[config.mk]
export PLATFORM = sky130hd
export DESIGN_NAME = lfu_cache_controller
export DESIGN_NICKNAME = d
export VERILOG_FILES = /design/src/design/lfu_pkg.sv /design/src/design/lfu_store.sv /design/src/design/lfu_scan.sv /design/src/design/lfu_cache_controller.sv
export SDC_FILE = /design/constraint.sdc
export NUM_CORES = 2
export LEC_CHECK = 0
export BUFFER_PORTS_ARGS = -buffer_cell sky130_fd_sc_hd__buf_2
export CAP_MARGIN = 20
export CORE_ASPECT_RATIO = 1.75
export CORE_MARGIN = 3
export CORE_UTILIZATION = 36
export CTS_CLUSTER_DIAMETER = 50
export CTS_CLUSTER_SIZE = 16
export DETAILED_ROUTE_END_ITERATION = 8
export HOLD_SLACK_MARGIN = 0.15
export MAX_ROUTING_LAYER = met4
export SYNTH_ARGS = -nofsm -noshare
export SYNTH_HDL_FRONTEND = slang
export SYNTH_SLANG_ARGS = --single-unit
[constraint.sdc]
create_clock -name clk_i -period 15.4 [get_ports clk_i]
set_input_delay 3.85 -clock clk_i [delete_from_list [all_inputs] [get_ports clk_i]]
set_output_delay 3.85 -clock clk_i [all_outputs]
set_load 0.05 [all_outputs]
[src/design/lfu_pkg.sv]
// Shared constants and types of the LFU cache controller.
`timescale 1ns / 1ps
`default_nettype none

package lfu_pkg;

  // Default number of entries in the store.
  localparam int unsigned EntriesDef = 16;

  // Field widths.
  localparam int unsigned KeyW   = 32;
  localparam int unsigned ValW   = 32;
  localparam int unsigned CountW = 16;
  localparam int unsigned CapW   = 5;

  // Saturation point of the use count.
  localparam logic [CountW-1:0] CountMax = {CountW{1'b1}};

  // Use count of a freshly inserted entry.
  localparam logic [CountW-1:0] CountInit = CountW'(1);

  // Capacity register value after reset.
  localparam logic [CapW-1:0] CapacityRst = CapW'(16);

  // Request opcodes.
  localparam logic OpGet = 1'b0;
  localparam logic OpPut = 1'b1;

  // Write enables of the four entry memories.
  typedef struct packed {
    logic key;
    logic val;
    logic cnt;
    logic rank;
  } lfu_wr_en_t;

  // Outcome of one scan over the store.
  typedef struct packed {
    logic found;
    logic free;
    logic victim;
  } lfu_scan_flags_t;

endpackage

`default_nettype wire

[src/design/lfu_store.sv]
// Entry memories of the LFU cache: key, value, use count and recency rank.
`timescale 1ns / 1ps
`default_nettype none

module lfu_store import lfu_pkg::*; #(
  parameter int unsigned ENTRIES = EntriesDef,
  parameter int unsigned IdxW    = 4
) (
  input  wire logic              clk_i,
  input  wire logic [IdxW-1:0]   rd_addr_i,
  output logic      [KeyW-1:0]   rd_key_o,
  output logic      [ValW-1:0]   rd_val_o,
  output logic      [CountW-1:0] rd_cnt_o,
  output logic      [IdxW-1:0]   rd_rank_o,
  input  wire logic [IdxW-1:0]   wr_addr_i,
  input  wire lfu_wr_en_t        wr_en_i,
  input  wire logic [KeyW-1:0]   wr_key_i,
  input  wire logic [ValW-1:0]   wr_val_i,
  input  wire logic [CountW-1:0] wr_cnt_i,
  input  wire logic [IdxW-1:0]   wr_rank_i
);

  logic [KeyW-1:0]   key_mem_q  [ENTRIES];
  logic [ValW-1:0]   val_mem_q  [ENTRIES];
  logic [CountW-1:0] cnt_mem_q  [ENTRIES];
  logic [IdxW-1:0]   rank_mem_q [ENTRIES];

  logic [KeyW-1:0]   rd_key_q;
  logic [ValW-1:0]   rd_val_q;
  logic [CountW-1:0] rd_cnt_q;
  logic [IdxW-1:0]   rd_rank_q;

  // One write port per memory, all sharing one address.
  always_ff @(posedge clk_i) begin
    if (wr_en_i.key) begin
      key_mem_q[wr_addr_i] <= wr_key_i;
    end
    if (wr_en_i.val) begin
      val_mem_q[wr_addr_i] <= wr_val_i;
    end
    if (wr_en_i.cnt) begin
      cnt_mem_q[wr_addr_i] <= wr_cnt_i;
    end
    if (wr_en_i.rank) begin
      rank_mem_q[wr_addr_i] <= wr_rank_i;
    end
  end

  // Registered read port, one entry per cycle.
  always_ff @(posedge clk_i) begin
    rd_key_q  <= key_mem_q[rd_addr_i];
    rd_val_q  <= val_mem_q[rd_addr_i];
    rd_cnt_q  <= cnt_mem_q[rd_addr_i];
    rd_rank_q <= rank_mem_q[rd_addr_i];
  end

  assign rd_key_o  = rd_key_q;
  assign rd_val_o  = rd_val_q;
  assign rd_cnt_o  = rd_cnt_q;
  assign rd_rank_o = rd_rank_q;

endmodule

`default_nettype wire

[src/design/lfu_scan.sv]
// Shared compare unit: key match, first free slot and eviction victim, one entry a cycle while enabled.
`timescale 1ns / 1ps
`default_nettype none

module lfu_scan import lfu_pkg::*; #(
  parameter int unsigned IdxW = 4
) (
  input  wire logic              clk_i,
  input  wire logic              rst_ni,
  input  wire logic              clr_i,
  input  wire logic              en_i,
  input  wire logic [IdxW-1:0]   idx_i,
  input  wire logic              ent_valid_i,
  input  wire logic [KeyW-1:0]   key_i,
  input  wire logic [KeyW-1:0]   rd_key_i,
  input  wire logic [ValW-1:0]   rd_val_i,
  input  wire logic [CountW-1:0] rd_cnt_i,
  input  wire logic [IdxW-1:0]   rd_rank_i,
  output lfu_scan_flags_t        flags_o,
  output logic      [IdxW-1:0]   found_idx_o,
  output logic      [ValW-1:0]   found_val_o,
  output logic      [CountW-1:0] found_cnt_o,
  output logic      [IdxW-1:0]   found_rank_o,
  output logic      [IdxW-1:0]   free_idx_o,
  output logic      [IdxW-1:0]   vic_idx_o,
  output logic      [KeyW-1:0]   vic_key_o,
  output logic      [IdxW-1:0]   vic_rank_o
);

  lfu_scan_flags_t   flags_q, flags_d;
  logic [IdxW-1:0]   found_idx_q, found_rank_q, free_idx_q, vic_idx_q, vic_rank_q;
  logic [ValW-1:0]   found_val_q;
  logic [CountW-1:0] found_cnt_q, vic_cnt_q;
  logic [KeyW-1:0]   vic_key_q;
  logic              match, is_free, better;

  // Compare the entry on the read port against the request and the current victim.
  assign match   = ent_valid_i && (rd_key_i == key_i) && !flags_q.found;
  assign is_free = !ent_valid_i && !flags_q.free;
  assign better  = ent_valid_i &&
                   (!flags_q.victim || (rd_cnt_i < vic_cnt_q) ||
                    ((rd_cnt_i == vic_cnt_q) && (rd_rank_i > vic_rank_q)));

  always_comb begin
    flags_d = flags_q;
    if (clr_i) begin
      flags_d = '0;
    end else if (en_i) begin
      if (match) begin
        flags_d.found = 1'b1;
      end
      if (is_free) begin
        flags_d.free = 1'b1;
      end
      if (better) begin
        flags_d.victim = 1'b1;
      end
    end
  end

  // Outcome flags are control state and are cleared at reset.
  always_ff @(posedge clk_i or negedge rst_ni) begin
    if (!rst_ni) begin
      flags_q <= '0;
    end else begin
      flags_q <= flags_d;
    end
  end

  // Capture the details of whatever the flags point at.
  always_ff @(posedge clk_i) begin
    if (en_i && !clr_i) begin
      if (match) begin
        found_idx_q  <= idx_i;
        found_val_q  <= rd_val_i;
        found_cnt_q  <= rd_cnt_i;
        found_rank_q <= rd_rank_i;
      end
      if (is_free) begin
        free_idx_q <= idx_i;
      end
      if (better) begin
        vic_idx_q  <= idx_i;
        vic_key_q  <= rd_key_i;
        vic_cnt_q  <= rd_cnt_i;
        vic_rank_q <= rd_rank_i;
      end
    end
  end

  assign flags_o      = flags_q;
  assign found_idx_o  = found_idx_q;
  assign found_val_o  = found_val_q;
  assign found_cnt_o  = found_cnt_q;
  assign found_rank_o = found_rank_q;
  assign free_idx_o   = free_idx_q;
  assign vic_idx_o    = vic_idx_q;
  assign vic_key_o    = vic_key_q;
  assign vic_rank_o   = vic_rank_q;

endmodule

`default_nettype wire

[src/design/lfu_cache_controller.sv]
// Top level of the LFU cache controller: request sequencer, valid bits and result register.
`timescale 1ns / 1ps
`default_nettype none

// Fully associative key/value cache with least-frequently-used replacement and a
// least-recently-used tie-break. Each request walks the entry memories one entry per
// cycle through a single compare unit, looking for the key, the first free slot and
// the eviction victim, and then decides. A request that changes the recency order (a
// hit, or an insert) then walks the rank memory once more to age the newer entries;
// the walks run one after the other over the single read port of the entry memories.
// The input stalls until the result of a request is loaded into an output register;
// it waits there, so the next request can be taken meanwhile. Valid bits are cleared
// by reset, so no clearing pass is needed. The capacity register is to be written
// only while the block is idle; the block itself does not enforce this. Values above
// ENTRIES act as ENTRIES and zero makes a put do nothing.
module lfu_cache_controller import lfu_pkg::*; #(
  parameter int unsigned ENTRIES = EntriesDef
) (
  input  wire logic              clk_i,
  input  wire logic              rst_ni,
  input  wire logic              cfg_valid_i,
  output logic                   cfg_ready_o,
  input  wire logic [CapW-1:0]   cfg_capacity_i,
  input  wire logic              in_valid_i,
  output logic                   in_stall_o,
  input  wire logic              opcode_i,
  input  wire logic signed [KeyW-1:0] key_i,
  input  wire logic signed [ValW-1:0] value_i,
  output logic                   out_valid_o,
  input  wire logic              out_stall_i,
  output logic                   hit_o,
  output logic signed [ValW-1:0] read_value_o,
  output logic                   evicted_o,
  output logic signed [KeyW-1:0] evicted_key_o
);

  localparam int unsigned IdxW = (ENTRIES > 1) ? $clog2(ENTRIES) : 1;
  localparam int unsigned OccW = $clog2(ENTRIES + 1);
  localparam int unsigned CmpW = (OccW > CapW) ? OccW : CapW;

  // Sequencer states.
  localparam logic [2:0] StIdle   = 3'd0;
  localparam logic [2:0] StScan   = 3'd1;
  localparam logic [2:0] StDecide = 3'd2;
  localparam logic [2:0] StSweep  = 3'd3;
  localparam logic [2:0] StDone   = 3'd4;

  logic [2:0]        state_q, state_d;
  logic [CapW-1:0]   capacity_q;
  logic [ENTRIES-1:0] valid_q, valid_d;
  logic [OccW-1:0]   occ_q, occ_d;
  logic [OccW-1:0]   cnt_q, cnt_d;
  logic              pend_q, pend_d;
  logic [IdxW-1:0]   pend_idx_q, pend_idx_d;
  logic              op_q;
  logic [KeyW-1:0]   key_q;
  logic [ValW-1:0]   val_q;
  logic [IdxW-1:0]   slot_q, slot_d;
  logic [IdxW-1:0]   rank_lim_q, rank_lim_d;
  logic              res_hit_q, res_hit_d, res_ev_q, res_ev_d;
  logic [ValW-1:0]   res_rv_q, res_rv_d;
  logic [KeyW-1:0]   res_evkey_q, res_evkey_d;
  logic              out_v_q, out_v_d;
  logic              out_hit_q, out_ev_q;
  logic [ValW-1:0]   out_rv_q;
  logic [KeyW-1:0]   out_evkey_q;

  logic              accept, walk_done, out_load, sweep_cond;
  logic [CmpW-1:0]   cap_eff;
  logic              cap_zero, full;
  logic              do_bump, do_new, do_alloc;
  logic [CountW-1:0] bump_cnt;

  logic [IdxW-1:0]   rd_addr, wr_addr;
  lfu_wr_en_t        wr_en;
  logic [CountW-1:0] wr_cnt;
  logic [IdxW-1:0]   wr_rank;
  logic [KeyW-1:0]   rd_key;
  logic [ValW-1:0]   rd_val;
  logic [CountW-1:0] rd_cnt;
  logic [IdxW-1:0]   rd_rank;

  lfu_scan_flags_t   sc_flags;
  logic [IdxW-1:0]   sc_found_idx, sc_found_rank, sc_free_idx, sc_vic_idx, sc_vic_rank;
  logic [ValW-1:0]   sc_found_val;
  logic [CountW-1:0] sc_found_cnt;
  logic [KeyW-1:0]   sc_vic_key;

  // Handshakes.
  assign cfg_ready_o = 1'b1;
  assign in_stall_o  = (state_q != StIdle);
  assign accept      = in_valid_i && (state_q == StIdle);
  assign walk_done   = (cnt_q == OccW'(ENTRIES)) && !pend_q;
  assign out_load    = (state_q == StDone) && (!out_v_q || !out_stall_i);

  // Effective capacity, limited to the number of entries.
  assign cap_eff  = (CmpW'(capacity_q) > CmpW'(ENTRIES)) ? CmpW'(ENTRIES) : CmpW'(capacity_q);
  assign cap_zero = (cap_eff == '0);
  assign full     = (CmpW'(occ_q) >= cap_eff);
  assign bump_cnt = (sc_found_cnt == CountMax) ? CountMax : sc_found_cnt + CountW'(1);

  // Decision on the scan outcome: bump a hit, place a new entry, or leave the store as it is.
  always_comb begin
    do_bump     = 1'b0;
    do_new      = 1'b0;
    do_alloc    = 1'b0;
    slot_d      = slot_q;
    rank_lim_d  = rank_lim_q;
    res_hit_d   = 1'b0;
    res_rv_d    = '0;
    res_ev_d    = 1'b0;
    res_evkey_d = '0;
    if (op_q == OpGet) begin
      if (sc_flags.found) begin
        do_bump   = 1'b1;
        res_hit_d = 1'b1;
        res_rv_d  = sc_found_val;
      end
    end else if (!cap_zero) begin
      if (sc_flags.found) begin
        do_bump   = 1'b1;
        res_hit_d = 1'b1;
      end else if (full) begin
        if (sc_flags.victim) begin
          do_new      = 1'b1;
          res_ev_d    = 1'b1;
          res_evkey_d = sc_vic_key;
          slot_d      = sc_vic_idx;
          rank_lim_d  = sc_vic_rank;
        end
      end else if (sc_flags.free) begin
        do_new     = 1'b1;
        do_alloc   = 1'b1;
        slot_d     = sc_free_idx;
        rank_lim_d = occ_q[IdxW-1:0];
      end
    end
    if (do_bump) begin
      slot_d     = sc_found_idx;
      rank_lim_d = sc_found_rank;
    end
  end

  // Rank aging: valid entries newer than the touched one move back by one.
  assign sweep_cond = pend_q && valid_q[pend_idx_q] && (pend_idx_q != slot_q) &&
                      (rd_rank < rank_lim_q);

  // Memory port selection.
  always_comb begin
    rd_addr = cnt_q[IdxW-1:0];
    wr_addr = slot_d;
    wr_en   = '0;
    wr_cnt  = bump_cnt;
    wr_rank = '0;
    case (state_q)
      StDecide: begin
        wr_en.key  = do_new;
        wr_en.val  = do_new || (do_bump && (op_q == OpPut));
        wr_en.cnt  = do_new || do_bump;
        wr_en.rank = do_new || do_bump;
        wr_cnt     = do_new ? CountInit : bump_cnt;
      end
      StSweep: begin
        wr_addr    = pend_idx_q;
        wr_en.rank = sweep_cond;
        wr_rank    = rd_rank + IdxW'(1);
      end
      default: begin
        wr_en = '0;
      end
    endcase
  end

  // Sequencer.
  always_comb begin
    state_d    = state_q;
    cnt_d      = cnt_q;
    pend_d     = 1'b0;
    pend_idx_d = pend_idx_q;
    valid_d    = valid_q;
    occ_d      = occ_q;
    case (state_q)
      StIdle: begin
        if (accept) begin
          cnt_d   = '0;
          state_d = StScan;
        end
      end
      StScan, StSweep: begin
        if (cnt_q != OccW'(ENTRIES)) begin
          pend_d     = 1'b1;
          pend_idx_d = cnt_q[IdxW-1:0];
          cnt_d      = cnt_q + OccW'(1);
        end else if (walk_done) begin
          state_d = (state_q == StScan) ? StDecide : StDone;
        end
      end
      StDecide: begin
        cnt_d = '0;
        if (do_alloc) begin
          valid_d[slot_d] = 1'b1;
          occ_d           = occ_q + OccW'(1);
        end
        state_d = (do_new || do_bump) ? StSweep : StDone;
      end
      StDone: begin
        if (out_load) begin
          state_d = StIdle;
        end
      end
      default: begin
        state_d = StIdle;
      end
    endcase
  end

  // Result register towards the output channel.
  always_comb begin
    out_v_d = out_v_q;
    if (out_load) begin
      out_v_d = 1'b1;
    end else if (out_v_q && !out_stall_i) begin
      out_v_d = 1'b0;
    end
  end

  // Control state.
  always_ff @(posedge clk_i or negedge rst_ni) begin
    if (!rst_ni) begin
      state_q    <= StIdle;
      capacity_q <= CapacityRst;
      valid_q    <= '0;
      occ_q      <= '0;
      cnt_q      <= '0;
      pend_q     <= 1'b0;
      out_v_q    <= 1'b0;
    end else begin
      state_q <= state_d;
      if (cfg_valid_i && cfg_ready_o) begin
        capacity_q <= cfg_capacity_i;
      end
      valid_q <= valid_d;
      occ_q   <= occ_d;
      cnt_q   <= cnt_d;
      pend_q  <= pend_d;
      out_v_q <= out_v_d;
    end
  end

  // Payload registers.
  always_ff @(posedge clk_i) begin
    pend_idx_q <= pend_idx_d;
    if (accept) begin
      op_q  <= opcode_i;
      key_q <= key_i;
      val_q <= value_i;
    end
    if (state_q == StDecide) begin
      slot_q      <= slot_d;
      rank_lim_q  <= rank_lim_d;
      res_hit_q   <= res_hit_d;
      res_rv_q    <= res_rv_d;
      res_ev_q    <= res_ev_d;
      res_evkey_q <= res_evkey_d;
    end
    if (out_load) begin
      out_hit_q   <= res_hit_q;
      out_rv_q    <= res_rv_q;
      out_ev_q    <= res_ev_q;
      out_evkey_q <= res_evkey_q;
    end
  end

  lfu_store #(
    .ENTRIES (ENTRIES),
    .IdxW    (IdxW)
  ) u_store (
    .clk_i     (clk_i),
    .rd_addr_i (rd_addr),
    .rd_key_o  (rd_key),
    .rd_val_o  (rd_val),
    .rd_cnt_o  (rd_cnt),
    .rd_rank_o (rd_rank),
    .wr_addr_i (wr_addr),
    .wr_en_i   (wr_en),
    .wr_key_i  (key_q),
    .wr_val_i  (val_q),
    .wr_cnt_i  (wr_cnt),
    .wr_rank_i (wr_rank)
  );

  lfu_scan #(
    .IdxW (IdxW)
  ) u_scan (
    .clk_i        (clk_i),
    .rst_ni       (rst_ni),
    .clr_i        (accept),
    .en_i         (pend_q && (state_q == StScan)),
    .idx_i        (pend_idx_q),
    .ent_valid_i  (valid_q[pend_idx_q]),
    .key_i        (key_q),
    .rd_key_i     (rd_key),
    .rd_val_i     (rd_val),
    .rd_cnt_i     (rd_cnt),
    .rd_rank_i    (rd_rank),
    .flags_o      (sc_flags),
    .found_idx_o  (sc_found_idx),
    .found_val_o  (sc_found_val),
    .found_cnt_o  (sc_found_cnt),
    .found_rank_o (sc_found_rank),
    .free_idx_o   (sc_free_idx),
    .vic_idx_o    (sc_vic_idx),
    .vic_key_o    (sc_vic_key),
    .vic_rank_o   (sc_vic_rank)
  );

  assign out_valid_o   = out_v_q;
  assign hit_o         = out_hit_q;
  assign read_value_o  = out_rv_q;
  assign evicted_o     = out_ev_q;
  assign evicted_key_o = out_evkey_q;

endmodule

`default_nettype wire

==> impl_metrics.yaml <==
synthesis:
  ys_seq_area_share_pct: 79.1
  netlist_area_sq_um: 66700
  syn-num-nets: 3011
  synthCells: 2903
  synth-warning-count: 0
  yosys-top-cells-area: "edfxtp_1, mux4_2, dfxtp_1, dfrtp_1, ha_1"
  synth_top_area_share_pct: 75.1
  ys_ff_latch: 1792
  synthFlopType: "edfxtp_1"
  postSynth.asyncResetShare_pct: 2.18
  synth_most_common_cell: "edfxtp_1"
  yosysTopAreaCell: "edfxtp_1"
  synth_area_per_cell_sq_um: 23.0
  yosysUniqueCellTypes: 74
  synthTopCellsByCount: "edfxtp_1, mux4_2, dfxtp_1, clkbuf_1, nor4_1"
  synth_edf_count: 1669
worst_setup_path:
  crit_type: "reg2out"
  cp-end-kind: "primary output"
  crit_start: "state_q[0]"
  r2r_start: "cnt_q[0]"
  worstPathMaxFanout: 14
  cp-start-kind: "flip-flop"
  cp.arrival_ns: 2.01
  crit_required_ns: 11.55
sta:
  rsz0062_at_grt: "false"
  clock_skew_ns: 0.0745
  tightest_slew_ns: 1.07
  setup_viol: 0
  slew_viol_final: 0
  max_slew_margin_pct: 27.8
  hold_viol: 0
  period_share_pct: 38.0
  finalCriticalPeriod_ns: 5.86
  fin_setup_tns_ns: 0
  fmax_mhz: 171
place:
  portBuffers: 142
  gp_congestion: 0.803
  dp_hpwl_microns: 82900
run:
  maxCapViolations: 0
floorplanning:
  boundaryPins: 144
  rows: 208
  die-area_sq_um: 191000
  fp.dieW_microns: 331
  core_area_sq_um: 184000
  die_h_microns: 576
  start_util_pct: 36.3
hold_path:
  min-delay-path-class: "reg2reg"
  hold_path_startpoint: "u_store.rd_val_o[2]"
final_layout:
  layout-drive-gt1-share_pct: 29.3
  fin_util_pct: 41.1
  multi_input_area_sq_um: 13600
  nFillCells: 15800
  final_nets: 3270
  seqCellArea_sq_um: 52800
  area_growth_pct: 13.4
clock_network:
  clock-root-buffer: "clkbuf_16"
  hold_buffers: 0
  post_cts_buffers: 0
  insertion_delay_ns: 0.79
  cts.sinks: 1792
  cts.clk_slew.worst_paths_ns: 0.07
  numCtsBuffers: 153
  cts_tree: "built"
  cts_resized: 0
  htreeDepth: 4
  clk_path_buf_depth: 4
detailed_routing:
  first_iter_violations: 2669
  drc: 0
  wl_per_cell_microns: 26.8
  dr.pass1.iters: 5
  postRouteAntennaNets: 0
  viasPerCell: 5.27
  via_count: 29900
  wirelength_microns: 152000
global_route:
  gr-usage-all-layers_pct: 16.3
  antenna_found_initial: 4
  grt_overflow: 0
  grt_max_degree: 129
  grt_pass1_wl_microns: 222000
  first_global_vias: 31800
power_and_ir_drop:
  leakagePower_nw: 24.0
  switching_share_pct: 27.7
  clockPowerShare_pct: 29.6
  combPwrFrac_pct: 21.3
  seq_power_share_pct: 49.1
  p_int_mw: 9.11
  fin_total_pwr_mw: 12.6
  cellPowerDensity_nw_per_um2: 166
  p_sw_mw: 3.49
  ir_worst_vdd_mv: 0.116
run_status:
  status: "finished clean"
per-layer routing:
metal	share of wire (%)	global-route usage [%]	routed length [microns]	vias to the layer above
met2	54	29.1	82800	789
met5	0	-	0	-
met3	4.0	1.90	6050	260
met4	3.0	4.99	4590	0
li1	-	-	-	12700
met1	39	19.3	58900	16200
flip-flops by register name, indices dropped and copies added (netlist names), 5 cells and up:
| name | count |
|---|---|
| capacity_q | 5 |
| cnt_q | 5 |
| evicted_key_o | 32 |
| key_q | 32 |
| occ_q | 5 |
| read_value_o | 32 |
| res_evkey_q | 32 |
| res_rv_q | 32 |
| u_scan.found_cnt_o | 16 |
| u_scan.found_val_o | 32 |
| u_scan.vic_cnt_q | 16 |
| u_scan.vic_key_o | 32 |
| u_store.cnt_mem_q | 256 |
| u_store.key_mem_q | 512 |
| u_store.rank_mem_q | 64 |
| u_store.rd_cnt_o | 16 |
| u_store.rd_key_o | 32 |
| u_store.rd_val_o | 32 |
| u_store.val_mem_q | 512 |
| val_q | 32 |
| valid_q | 16 |
path summary, 6_finish.rpt:
check	to	slack [ns]	cells after the start
setup / recovery	in_stall_o	9.54	2
hold / removal	u_scan.found_val_o[2]	0.41	0
setup reg to reg	u_store.rd_val_o[12]	10.52	5
hold reg to reg	u_scan.found_val_o[2]	0.41	0
max in group asynchronous	capacity_q[4]	11.84	2
min in group asynchronous	cnt_q[3]	3.00	1
kinds of logic (layout without fill, tap and decap cells):
| kind of cell | count (synthesis) | in the layout | share of synthesized area, % |
|---|---|---|---|
| AO/OA/AOI/OAI | 125 | 125 | 1.33 |
| XOR/XNOR | 53 | 53 | 0.695 |
| adder cells (fa/ha/maj) | 33 | 33 | 0.619 |
| buffers and inverters | 172 | 530 | 1.12 |
| flip-flops | 1792 | 1792 | 79.1 |
| multiplexers | 446 | 446 | 14.7 |
| other | 1 | 3 | 0.00562 |
| AND/OR/NAND/NOR | 281 | 281 | 2.47 |
worst max-delay path, cell delays in order, from the launching register on:
cell and delay, ns:
dfrtp_1 0.55, or3_1 0.44, buf_2 0.24
layout make-up:
cell class / instances / area share [%]
Tap cell: 2415 / 3.99
Antenna cell: 2 / 0.00661
Sequential cell: 1792 / 69.7
Clock buffer: 209 / 5.43
Timing Repair Buffer: 238 / 1.95
Clock inverter: 45 / 0.727
Inverter: 38 / 0.198
Multi-Input combinational cell: 939 / 18.0
through the flow:
step / setup slack [ns] / instances / hold slack, ns / area (sq um)
floorplan: 4.45 / 2903 / 0.386 / 66700
global placement: 9.43 / 5410 / 0.390 / 70900
detailed placement: 9.40 / 5410 / 0.390 / 70900
CTS: 9.51 / 5664 / 0.400 / 75600
global route: 9.49 / 5678 / 0.415 / 75700
finish: 9.54 / 5678 / 0.405 / 75700
power by group through the flow:
stage	combinational [mW]	sequential, mW	clock [mW]
5_1_grt	2.88	6.23	4.01
2_1_floorplan	2.05	6.12	0
3_5_place_dp	2.74	6.30	0
3_3_place_gp	2.72	6.28	0
4_1_cts	2.75	6.19	3.84
6_report	2.69	6.18	3.73
placed cells by master, fill, tap and decap left out, drive strengths merged, types with 4 or more instances in the layout:
| cell | n |
|---|---|
| buf | 237 |
| o22ai | 4 |
| o31ai | 5 |
| nand4 | 16 |
| dfxtp | 84 |
| a21o | 30 |
| a22oi | 4 |
| nand3 | 17 |
| o21ai | 21 |
| or3 | 4 |
| mux2i | 13 |
| nor2b | 8 |
| nand2 | 42 |
| nor3 | 9 |
| nor3b | 5 |
| xnor2 | 30 |
| nor4 | 68 |
| a22o | 4 |
| inv | 50 |
| clkinv | 24 |
| edfxtp | 1669 |
| and2 | 36 |
| mux2 | 8 |
| mux4 | 425 |
| dfrtp | 38 |
| a21oi | 36 |
| nand2b | 4 |
| clkbuf | 210 |
| and3 | 38 |
| xor2 | 23 |
| bufinv | 7 |
| ha | 33 |
| nor2 | 23 |
No activity file was read; power rests on OpenSTA's default activity.
